**config.mk**
```make
export PLATFORM = sky130hd
export DESIGN_NAME = cflpa_ctrl
export DESIGN_NICKNAME = d
export VERILOG_FILES = /design/src/rtl/cflpa_pkg.sv /design/src/rtl/cflpa_ctrl.sv
export SDC_FILE = /design/constraint.sdc
export NUM_CORES = 1
export LEC_CHECK = 0
export ABC_AREA = 1
export CORE_AREA = 2 2 39 41
export DETAILED_ROUTE_END_ITERATION = 10
export DIE_AREA = 0 0 41 43
export DONT_BUFFER_PORTS = 1
export HOLD_SLACK_MARGIN = 0.1
export SYNTH_ARGS = -nofsm -noshare
export SYNTH_HDL_FRONTEND = slang
export SYNTH_SLANG_ARGS = --single-unit
```
**constraint.sdc**
```tcl
create_clock -name clk -period 1.36 [get_ports clk]
set_clock_uncertainty 0.1 [all_clocks]
set_input_delay 0.068 -clock clk [delete_from_list [all_inputs] [get_ports clk]]
set_output_delay 0.068 -clock clk [all_outputs]
set_load 0.02 [all_outputs]
```
**src/rtl/cflpa_pkg.sv**
```systemverilog
`timescale 1ns / 1ps
package cflpa_pkg;

  localparam int MAX_CHUNKS      = 16;
  localparam int SLOTS_PER_CHUNK = 255;
  localparam int CHUNK_W         = 4;
  localparam int SLOT_W          = 8;
  localparam int OPEN_W          = $clog2(MAX_CHUNKS + 1);
  localparam int LINK_AW         = CHUNK_W + SLOT_W;
  localparam int LINK_DEPTH      = MAX_CHUNKS * (2 ** SLOT_W);
  localparam int BB_W            = 16;
  localparam int OFS_W           = 24;
  localparam logic [BB_W-1:0] BB_RESET = 16'd16;

  localparam logic REQ_ALLOC = 1'b0;
  localparam logic REQ_FREE  = 1'b1;

  localparam logic [1:0] ST_ALLOC     = 2'd0;
  localparam logic [1:0] ST_FREED     = 2'd1;
  localparam logic [1:0] ST_EXHAUSTED = 2'd2;
  localparam logic [1:0] ST_BADFREE   = 2'd3;

  typedef enum logic [5:0] {
    S_IDLE   = 6'b000001,
    S_DECIDE = 6'b000010,
    S_OPEN   = 6'b000100,
    S_POP_RD = 6'b001000,
    S_POP_WB = 6'b010000,
    S_FIN    = 6'b100000
  } state_t;

  typedef struct packed {
    logic load;
    logic set_exh;
    logic set_bad;
    logic do_free;
    logic take;
    logic start_open;
    logic sweep;
    logic open_done;
    logic pop_rd;
    logic pop_wb;
    logic finish;
  } cmd_t;

  typedef struct packed {
    logic is_free;
    logic free_bad;
    logic exhausted;
    logic need_open;
    logic sweep_last;
  } sts_t;

endpackage

```
**src/rtl/cflpa_ctrl.sv**
```systemverilog
`timescale 1ns / 1ps
module cflpa_ctrl (
  input  logic            clk,
  input  logic            rst,
  input  logic            start,
  output logic            busy,
  input  cflpa_pkg::sts_t sts,
  output cflpa_pkg::cmd_t cmd,
  output logic            done
);

  cflpa_pkg::state_t state, state_next;

  assign busy = (state != cflpa_pkg::S_IDLE);

  always_comb begin
    state_next = state;
    cmd        = '0;
    case (state)
      cflpa_pkg::S_IDLE: begin
        if (start) begin
          cmd.load   = 1'b1;
          state_next = cflpa_pkg::S_DECIDE;
        end
      end
      cflpa_pkg::S_DECIDE: begin
        if (sts.is_free) begin
          if (sts.free_bad) begin
            cmd.set_bad = 1'b1;
          end else begin
            cmd.do_free = 1'b1;
          end
          state_next = cflpa_pkg::S_FIN;
        end else if (sts.exhausted) begin
          cmd.set_exh = 1'b1;
          state_next  = cflpa_pkg::S_FIN;
        end else if (sts.need_open) begin
          cmd.start_open = 1'b1;
          state_next     = cflpa_pkg::S_OPEN;
        end else begin
          cmd.take   = 1'b1;
          state_next = cflpa_pkg::S_POP_RD;
        end
      end
      cflpa_pkg::S_OPEN: begin
        cmd.sweep = 1'b1;
        if (sts.sweep_last) begin
          cmd.open_done = 1'b1;
          state_next    = cflpa_pkg::S_POP_RD;
        end
      end
      cflpa_pkg::S_POP_RD: begin
        cmd.pop_rd = 1'b1;
        state_next = cflpa_pkg::S_POP_WB;
      end
      cflpa_pkg::S_POP_WB: begin
        cmd.pop_wb = 1'b1;
        state_next = cflpa_pkg::S_FIN;
      end
      cflpa_pkg::S_FIN: begin
        cmd.finish = 1'b1;
        state_next = cflpa_pkg::S_IDLE;
      end
      default: begin
        state_next = cflpa_pkg::S_IDLE;
      end
    endcase
  end

  always_ff @(posedge clk) begin
    if (rst) begin
      state <= cflpa_pkg::S_IDLE;
      done  <= 1'b0;
    end else begin
      state <= state_next;
      done  <= cmd.finish;
    end
  end

  a_onehot: assert property (@(posedge clk) disable iff (rst) $onehot(state))
    else $error("state not one-hot");
  a_done_after_fin: assert property (@(posedge clk) disable iff (rst)
    done |-> $past(state == cflpa_pkg::S_FIN))
    else $error("strobe without finish");
  a_open_holds: assert property (@(posedge clk) disable iff (rst)
    (state == cflpa_pkg::S_OPEN && !sts.sweep_last) |=> (state == cflpa_pkg::S_OPEN))
    else $error("chunk init sweep cut short");
  a_done_idle: assert property (@(posedge clk) disable iff (rst)
    done |-> !busy)
    else $error("strobe while busy");

endmodule

```
# Yosys cells after proc, flatten, opt, wreduce, memory -nomap -nowiden
# Cells that the tools add are included.
# classes
n_eq_ne	9
muxes	23
reduce_logical	1
# ops
operator	n
case mux 6 bit (5 select lines)	1
two-way mux 6 bit	4
two-way mux 1 bit	12
two-way mux 2 bit	4
== test 6 x 1 -> 1 bit, second input constant	1
== test 6 x 2 -> 1 bit, second input constant	1
== test 6 x 3 -> 1 bit, second input constant	1
== test 6 x 4 -> 1 bit, second input constant	1
== test 6 x 5 -> 1 bit, second input constant	1
== test 6 bit, second input constant	1
!= test 6 x 1 -> 1 bit, second input constant	1
two-way mux 5 bit	1
two-way mux 4 bit	1
!= test 2 bit, second input constant	2
AND reduction 2 bit	1
# word_totals
reg_bits	7
in_bits	8

# Logic depth before layout (Yosys ltp)
# Gate-level depths: netlist of run 1.
# logic_depth
word_depth	4
mapped_depth	7

# Worst setup path after synthesis of run 1
# OpenSTA, ideal clock, no wires.
# synth_timing
kind	register to output
startpoint	register state[5]
endpoint	output cmd[10] (netlist name)
t_arrival_ps	1116
required_time_ps	1192
setup_slack_ps	76
path_stages_with_launch	4
path_buffers	0
cell_sequence	dfxtp_1 -> nor2_4 -> nand3_1 -> nor2_1
# synth_lines
item	line_no	source
start, declared	cflpa_ctrl.sv:12	cflpa_pkg::state_t state, state_next;
start signal, assigned	cflpa_ctrl.sv:72	state <= cflpa_pkg::S_IDLE;
start signal, assigned	cflpa_ctrl.sv:75	state <= state_next;
end, declared	cflpa_ctrl.sv:8	output cflpa_pkg::cmd_t cmd,

==> Flow_metrics.wiki, run 1 <==
{| class="wikitable"
! Metric !! Value
|-
| Outcome || complete, but fails checks
|-
| Violated checks || setup timing
|-
| Area growth from synthesis to layout || 55.7%
|-
| Worst hold stages || 2
|-
| Core Footprint || 0.00138 sq mm
|-
| Final-report hold violation count || 0
|-
| Share of the yosys chip area belonging to registers || 33.3%
|-
| GR Util All Layers || 15.2%
|-
| Sw Pwr || 222 uW
|-
| Mean routed wirelength per cell || 11.3 um
|-
| Antenna diode instance count || 0
|-
| Chip Width || 41 um
|-
| Placer Congestion || 0.776
|-
| Least setup slack across all paths after layout || -0.0691 ns
|-
| Max Fclk || 700 MHz
|-
| Via count || 469
|-
| Register clock-pin slew on the reported worst setup and hold paths || 0.05 ns
|-
| Proportion of power drawn by the clock network || 29.4%
|-
| Start-to-end type of the worst setup path || reg -> out
|-
| Internal Power || 423 uW
|-
| Share of layout cells above drive strength 1 || 47.0%
|-
| Wire length of the first global-routing pass || 1790 um
|-
| H-tree depth reported by CTS || 1
|-
| Net count after synthesis || 72
|-
| Vias per cell || 4.74
|-
| Post-synthesis cell type count || 14
|-
| Total Neg Setup Slack || -0.237 ns
|-
| Reg2Reg Depth || 5
|-
| DRC violations left || 0
|-
| Most frequent standard cell in the layout excluding fill and tap cells || inv_1
|-
| Final core utilization || 47.3%
|-
| Share of total power in combinational logic || 33.3%
|-
| Critical path fanouts, max || 7
|-
| Synthesized flop and latch total || 7
|-
| Clock buffer count from CTS || 3
|-
| Drt initial violations || 9
|-
| Initial core utilization || 30.4%
|-
| Number of input and output port buffers inserted || 0
|-
| Switching power share of the total || 34.4%
|-
| Post-Syn Area || 420 sq um
|-
| Final-report setup violation count || 7
|-
| Worst vdd ir || 0.317 mV
|-
| Worst min-delay path category || in -> out
|-
| Slowest cell on the critical path || dfxtp_4
|-
| Skew-Pair Late Insertion Delay || 0.25 ns
|-
| Leak pwr || 0.339 nW
|-
| Post-DRT Antenna Nets || 0
|-
| Largest net degree at the start of global routing || 8
|-
| Final-report max-slew violation count || 0
|-
| Syn. warnings || 0
|-
| Cells traversed along the worst timing path || nor2_4 -> nand2_2 -> nor2_4 -> and3_4
|-
| Clock tree from TritonCTS || done
|-
| Number of cells produced by synthesis || 64
|-
| Synthesized area per cell || 6.57 sq um
|-
| Worst EP required || 1.19 ns
|-
| Length of the first detailed-routing pass in iterations || 4
|-
| Startpoint kind of the worst setup timing path || register
|-
| Commonest cells after routing, fill and taps aside || 10 x inv_1, 9 x buf_4, 8 x nand2_1, 6 x nor2_1, 6 x dlygate4sd3_1
|-
| Number of global-route vias before repair || 433
|-
| Wire length reported by the detailed router || 1120 um
|-
| Worst-case clock buffer depth || 2
|-
| Sequential power share || 37.3%
|-
| Pwr Density || 986 mW/mm^2
|-
| Kind of capture point of the worst setup path || output pin
|-
| Delay of the slowest cell on the worst path || 0.34 ns
|-
| Fin crit share || 105%
|-
| Number of placed I/O pins || 21
|-
| Unrepaired setup endpoints after global routing || true
|-
| Aggregate global routing overflow || 0
|-
| CTS sink count || 7
|-
| CP Data Arrival Time || 1.26 ns
|-
| Worst slack at placement || 0.192 ns
|-
| Placed wire-length estimate || 782 um
|-
| Row cnt || 14
|-
| Worst slew margin || 84.1%
|-
| Critical Path Most Common Cell || nor2_4
|-
| CTS Root Buffer Type || clkbuf_4
|-
| Time the worst path needs with I/O delays and setup || 1.43 ns
|-
| Worst Tran Pin Value || 0.238 ns
|-
| Number of fillers in the final layout || 139
|-
| Initial antenna violation count || 0
|-
| Max capacitance violation total || 0
|-
| Post-layout net count || 92
|-
| Floorplan die height || 43 um
|-
| Die outline area || 0.00176 sq mm
|}
area by class of cell:
class / count / area, sq um / area share (%)
Tap cell: 16 / 20.0 / 3.06
Inverter: 14 / 55.1 / 8.41
Clock buffer: 4 / 26.3 / 4.02
Sequential cell: 7 / 149 / 22.8
Timing Repair Buffer: 15 / 128 / 19.5
Multi-Input combinational cell: 43 / 277 / 42.3
kinds of logic after synthesis:
family / count (synthesis) / share of synthesized area, %
and+or+nand+nor: 40 / 50.0
buffers and inverters: 14 / 12.5
DFF: 7 / 33.3
AOI/OAI and AO/OA: 3 / 4.17
cell usage after synthesis:
cell type	number	area (sq um)
a21oi_1	2	10.0
and3_2	1	7.51
dfxtp_1	7	140
inv_1	14	52.6
nand2_1	10	37.5
nand2_2	2	12.5
nand3_1	5	25.0
nand4_1	4	25.0
nor2_1	8	30.0
nor2_2	2	12.5
nor2_4	3	33.8
nor3_1	4	20.0
nor4_1	1	6.26
o21bai_1	1	7.51
registers in the layout, indices dropped and copies added, names as in the netlist:
name / flops
state: 6
done: 1
stage by stage:
step / cells / hold WS [ns] / instance area [sq um] / total power, mW
after floorplan: 64 / 0.0371 / 420 / 0.353
after global placement: 86 / 0.0384 / 485 / 0.395
after detailed placement: 86 / 0.0458 / 485 / 0.397
after CTS: 97 / 0.199 / 604 / 0.612
after global routing: 99 / 0.204 / 654 / 0.689
final: 99 / 0.200 / 654 / 0.645
what timing repair did:
item,in CTS,in global routing
resized for setup,9,14
setup endpoints to repair,7,12
hold buffers,6,0
pin swaps,1,5
endpoints found under the hold margin,7,0
setup buffers,1,2
critical path, delay by kind of cell, from the launching register on:
kind / cells / cell delay, ns
flip-flops: 1 / 0.34
AND/OR/NAND/NOR: 4 / 0.66
metal layers:
metal / up-vias / track usage, % / routed length [um]
met3: 2 / 5.24 / 50
met1: 214 / 19.4 / 453
met4: 0 / 9.33 / 13
met2: 15 / 20.9 / 602
li1: 238 / - / -
met5: - / 0 / 0
final timing paths:
kind	slack (ns)	end	startpoint
max	-0.07	cmd[8]	state[4]
min	0.20	cmd[7]	sts[3]
max reg2reg	0.12	state[0]	state[2]
min reg2reg	0.44	done	state[4]
power by group through the flow:
| stage | sequential, mW | combinational [mW] | clock [mW] |
|---|---|---|---|
| after detailed placement | 0.238 | 0.159 | 0 |
| after CTS | 0.232 | 0.180 | 0.200 |
| after global placement | 0.237 | 0.158 | 0 |
| final | 0.240 | 0.215 | 0.190 |
| after floorplan | 0.236 | 0.117 | 0 |
| after global routing | 0.242 | 0.236 | 0.210 |
Note: power is estimated with default switching activity, not from simulation.
==> run 2: changes to the inputs <==
--- a/config.mk
+++ b/config.mk
@@ -6,11 +6,12 @@
 export NUM_CORES = 1
 export LEC_CHECK = 0
 export ABC_AREA = 1
-export CORE_AREA = 2 2 39 41
+export CORE_AREA = 3 3 40 42
 export DETAILED_ROUTE_END_ITERATION = 10
-export DIE_AREA = 0 0 41 43
+export DIE_AREA = 0 0 43 45
 export DONT_BUFFER_PORTS = 1
 export HOLD_SLACK_MARGIN = 0.1
+export PLACE_DENSITY = 0.56
 export SYNTH_ARGS = -nofsm -noshare
 export SYNTH_HDL_FRONTEND = slang
 export SYNTH_SLANG_ARGS = --single-unit
==> run 2 against run 1 <==
  * Fmax increased by 2.1%
  * Clock-buffer cell count unchanged
  * Non-clock buffer count increased by 2
  * Global-route usage decreased by 2.2 points
  * The flow still finishes with violations (setup timing)
  * Die area increased by 9.8%
  * Largest cell class unchanged
  * Total power decreased by 1.9%
  * Register-to-register slack got worse by 0.04 ns
  * First-iteration DRC count decreased by 11%
  * Critical path depth unchanged
==> Flow_metrics.wiki, run 2 (synthesized netlist as in run 1, its figures left out) <==
{| class="wikitable"
! Metric !! Value
|-
| Chip Width || 43 um (was 41 um)
|-
| H-tree depth reported by CTS || 1 (unchanged)
|-
| Area growth from synthesis to layout || 57.4% (was 55.7%)
|-
| Proportion of power drawn by the clock network || 30.0% (was 29.4%)
|-
| Leak pwr || 0.339 nW (about the same)
|-
| Worst Tran Pin Value || 0.246 ns (was 0.238 ns)
|-
| Worst slack at placement || 0.212 ns (was 0.192 ns)
|-
| Share of total power in combinational logic || 31.6% (was 33.3%)
|-
| Max capacitance violation total || 0 (unchanged)
|-
| Final core utilization || 51.5% (was 47.3%)
|-
| Crit. Startpoint || state[4] (unchanged)
|-
| Number of placed I/O pins || 21 (unchanged)
|-
| Worst hold slack across all endpoints || 0.201 ns (was 0.200 ns)
|-
| Antenna diode instance count || 0 (unchanged)
|-
| Violated checks || setup timing (unchanged)
|-
| Switching power share of the total || 34.3% (was 34.4%)
|-
| Pwr Density || 956 mW/mm^2 (was 986 mW/mm^2)
|-
| Number of global-route vias before repair || 409 (was 433)
|-
| Non-filler instance count after layout || 100 (was 99)
|-
| Placer Congestion || 0.762 (was 0.776)
|-
| Placed wire-length estimate || 786 um (was 782 um)
|-
| Post-layout net count || 94 (was 92)
|-
| Kind of capture point of the worst setup path || output pin (unchanged)
|-
| Number of input and output port buffers inserted || 0 (unchanged)
|-
| Least setup slack across all paths after layout || -0.0391 ns (was -0.0691 ns)
|-
| Slowest cell on the critical path || dfxtp_2 (was dfxtp_4)
|-
| Top flop regs || state: 6 flops, done: 1 flops (unchanged)
|-
| Clock tree from TritonCTS || done (unchanged)
|-
| Outcome || complete, but fails checks (unchanged)
|-
| Commonest cells after routing, fill and taps aside || 11 x buf_4, 9 x inv_1, 8 x nand2_1, 7 x nor2_1 (was 10 x inv_1, 9 x buf_4, 8 x nand2_1, 6 x nor2_1, 6 x dlygate4sd3_1)
|-
| Worst vdd ir || 0.554 mV (was 0.317 mV)
|-
| Skew-Pair Late Insertion Delay || 0.25 ns (about the same)
|-
| Unrepaired setup endpoints after global routing || true (unchanged)
|-
| Die outline area || 0.00194 sq mm (was 0.00176 sq mm)
|-
| Worst-case clock buffer depth || 2 (unchanged)
|-
| Initial antenna violation count || 0 (unchanged)
|-
| Wire length reported by the detailed router || 1170 um (was 1120 um)
|-
| CP Data Arrival Time || 1.23 ns (was 1.26 ns)
|-
| Flip-flop count of the largest register, all copies and words added || 6 (unchanged)
|-
| Worst EP required || 1.19 ns (about the same)
|-
| Largest net degree at the start of global routing || 7 (was 8)
|-
| Fin crit share || 103% (was 105%)
|-
| Via count || 464 (was 469)
|-
| Register with the most flip-flops || state (unchanged)
|-
| Worst R2R Setup Slack || 0.08 ns (was 0.12 ns)
|-
| Critical Path Most Common Cell || nor2_4 (unchanged)
|-
| Startpoint kind of the worst setup timing path || register (unchanged)
|-
| Aggregate global routing overflow || 0 (unchanged)
|-
| Start-to-end type of the worst setup path || reg -> out (unchanged)
|-
| Vias per cell || 4.64 (was 4.74)
|-
| Mean routed wirelength per cell || 11.7 um (was 11.3 um)
|-
| Length of the first detailed-routing pass in iterations || 4 (unchanged)
|-
| Clock buffer count from CTS || 3 (unchanged)
|-
| Time the worst path needs with I/O delays and setup || 1.40 ns (was 1.43 ns)
|-
| GR Util All Layers || 13.0% (was 15.2%)
|-
| Critical path fanouts, max || 6 (was 7)
|-
| Sequential power share || 38.4% (was 37.3%)
|-
| Post-DRT Antenna Nets || 0 (unchanged)
|-
| Register clock-pin slew on the reported worst setup and hold paths || 0.05 ns (about the same)
|-
| Total Neg Setup Slack || -0.104 ns (was -0.237 ns)
|-
| Row cnt || 13 (was 14)
|-
| Cells traversed along the worst timing path || nor2_4 -> nand2_2 -> nor2_4 -> and3_4 (unchanged)
|-
| Internal Power || 416 uW (was 423 uW)
|-
| Number of fillers in the final layout || 130 (was 139)
|-
| Worst min-delay path category || in -> out (unchanged)
|-
| Drt initial violations || 8 (was 9)
|-
| Final-report hold violation count || 0 (unchanged)
|-
| Delay of the slowest cell on the worst path || 0.35 ns (was 0.34 ns)
|-
| Wire length of the first global-routing pass || 1880 um (was 1790 um)
|-
| Worst slew margin || 83.6% (was 84.1%)
|-
| Final-report max-slew violation count || 0 (unchanged)
|-
| CTS sink count || 7 (unchanged)
|-
| Max Fclk || 715 MHz (was 700 MHz)
|-
| Floorplan die height || 45 um (was 43 um)
|-
| Core Footprint || 0.00128 sq mm (was 0.00138 sq mm)
|-
| CTS Root Buffer Type || clkbuf_4 (unchanged)
|-
| Placed cells || 85 (was 86)
|-
| Startpoint of the worst hold path || sts[3] (unchanged)
|-
| Family with the most delay on the worst path || simple AND/OR/NAND/NOR gates (unchanged)
|-
| DRC violations left || 0 (unchanged)
|-
| Sw Pwr || 217 uW (was 222 uW)
|-
| Critical path buffers and inverters || 0 (unchanged)
|-
| Source of the worst register-to-register timing path || state[4] (was state[2])
|-
| Most frequent standard cell in the layout excluding fill and tap cells || buf_4 (was inv_1)
|-
| Share of layout cells above drive strength 1 || 48.2% (was 47.0%)
|-
| Final-report setup violation count || 3 (was 7)
|-
| Initial core utilization || 32.7% (was 30.4%)
|}
## run 2: final cells by class
cell class                      count  area (sq um)  share of cell area, %
Clock buffer                        4          26.3                   3.97
Inverter                           14          57.6                   8.70
Multi-Input combinational cell     43           269                   40.6
Sequential cell                     7           148                   22.3
Tap cell                           15          18.8                   2.84
Timing Repair Buffer               17           143                   21.6
## run 2: final timing paths
kind | to | depth (start not counted)
worst max-delay path | cmd[8] | 4
worst min-delay path | cmd[7] | 2
worst max register to register | state[0] | 6
worst min register to register | done | 1
## run 2: layer usage
metal	wire length, um	vias up	part of all wire [%]	track usage [%]
met1	481	201	41	15.8
met2	618	16	53	22.8
met4	0	0	0	1.81
li1	-	247	-	-
met3	70	0	6.0	4.78
met5	0	-	0	0
## run 2: timing repair
action | 4_1_cts | 5_1_grt
setup endpoints to repair | 8 | 12
gates cloned | 0 | 0
setup buffers | 3 | 2
hold buffers | 6 | 0
endpoints found under the hold margin | 7 | 0
resized for setup | 17 | 6
pin swaps | 3 | 5
## run 2: through the flow
stage | cell area (sq um) | total power [mW]
after floorplan | 420 | 0.353
after global placement | 484 | 0.398
after detailed placement | 484 | 0.398
after CTS | 633 | 0.633
after global routing | 662 | 0.671
final | 662 | 0.633
## run 2: power groups by stage
stage	clock network, mW	registers [mW]	logic, mW
after CTS	0.197	0.242	0.194
after global routing	0.204	0.245	0.221
final	0.190	0.243	0.200
after floorplan	0	0.236	0.117
after global placement	0	0.238	0.160
after detailed placement	0	0.238	0.160
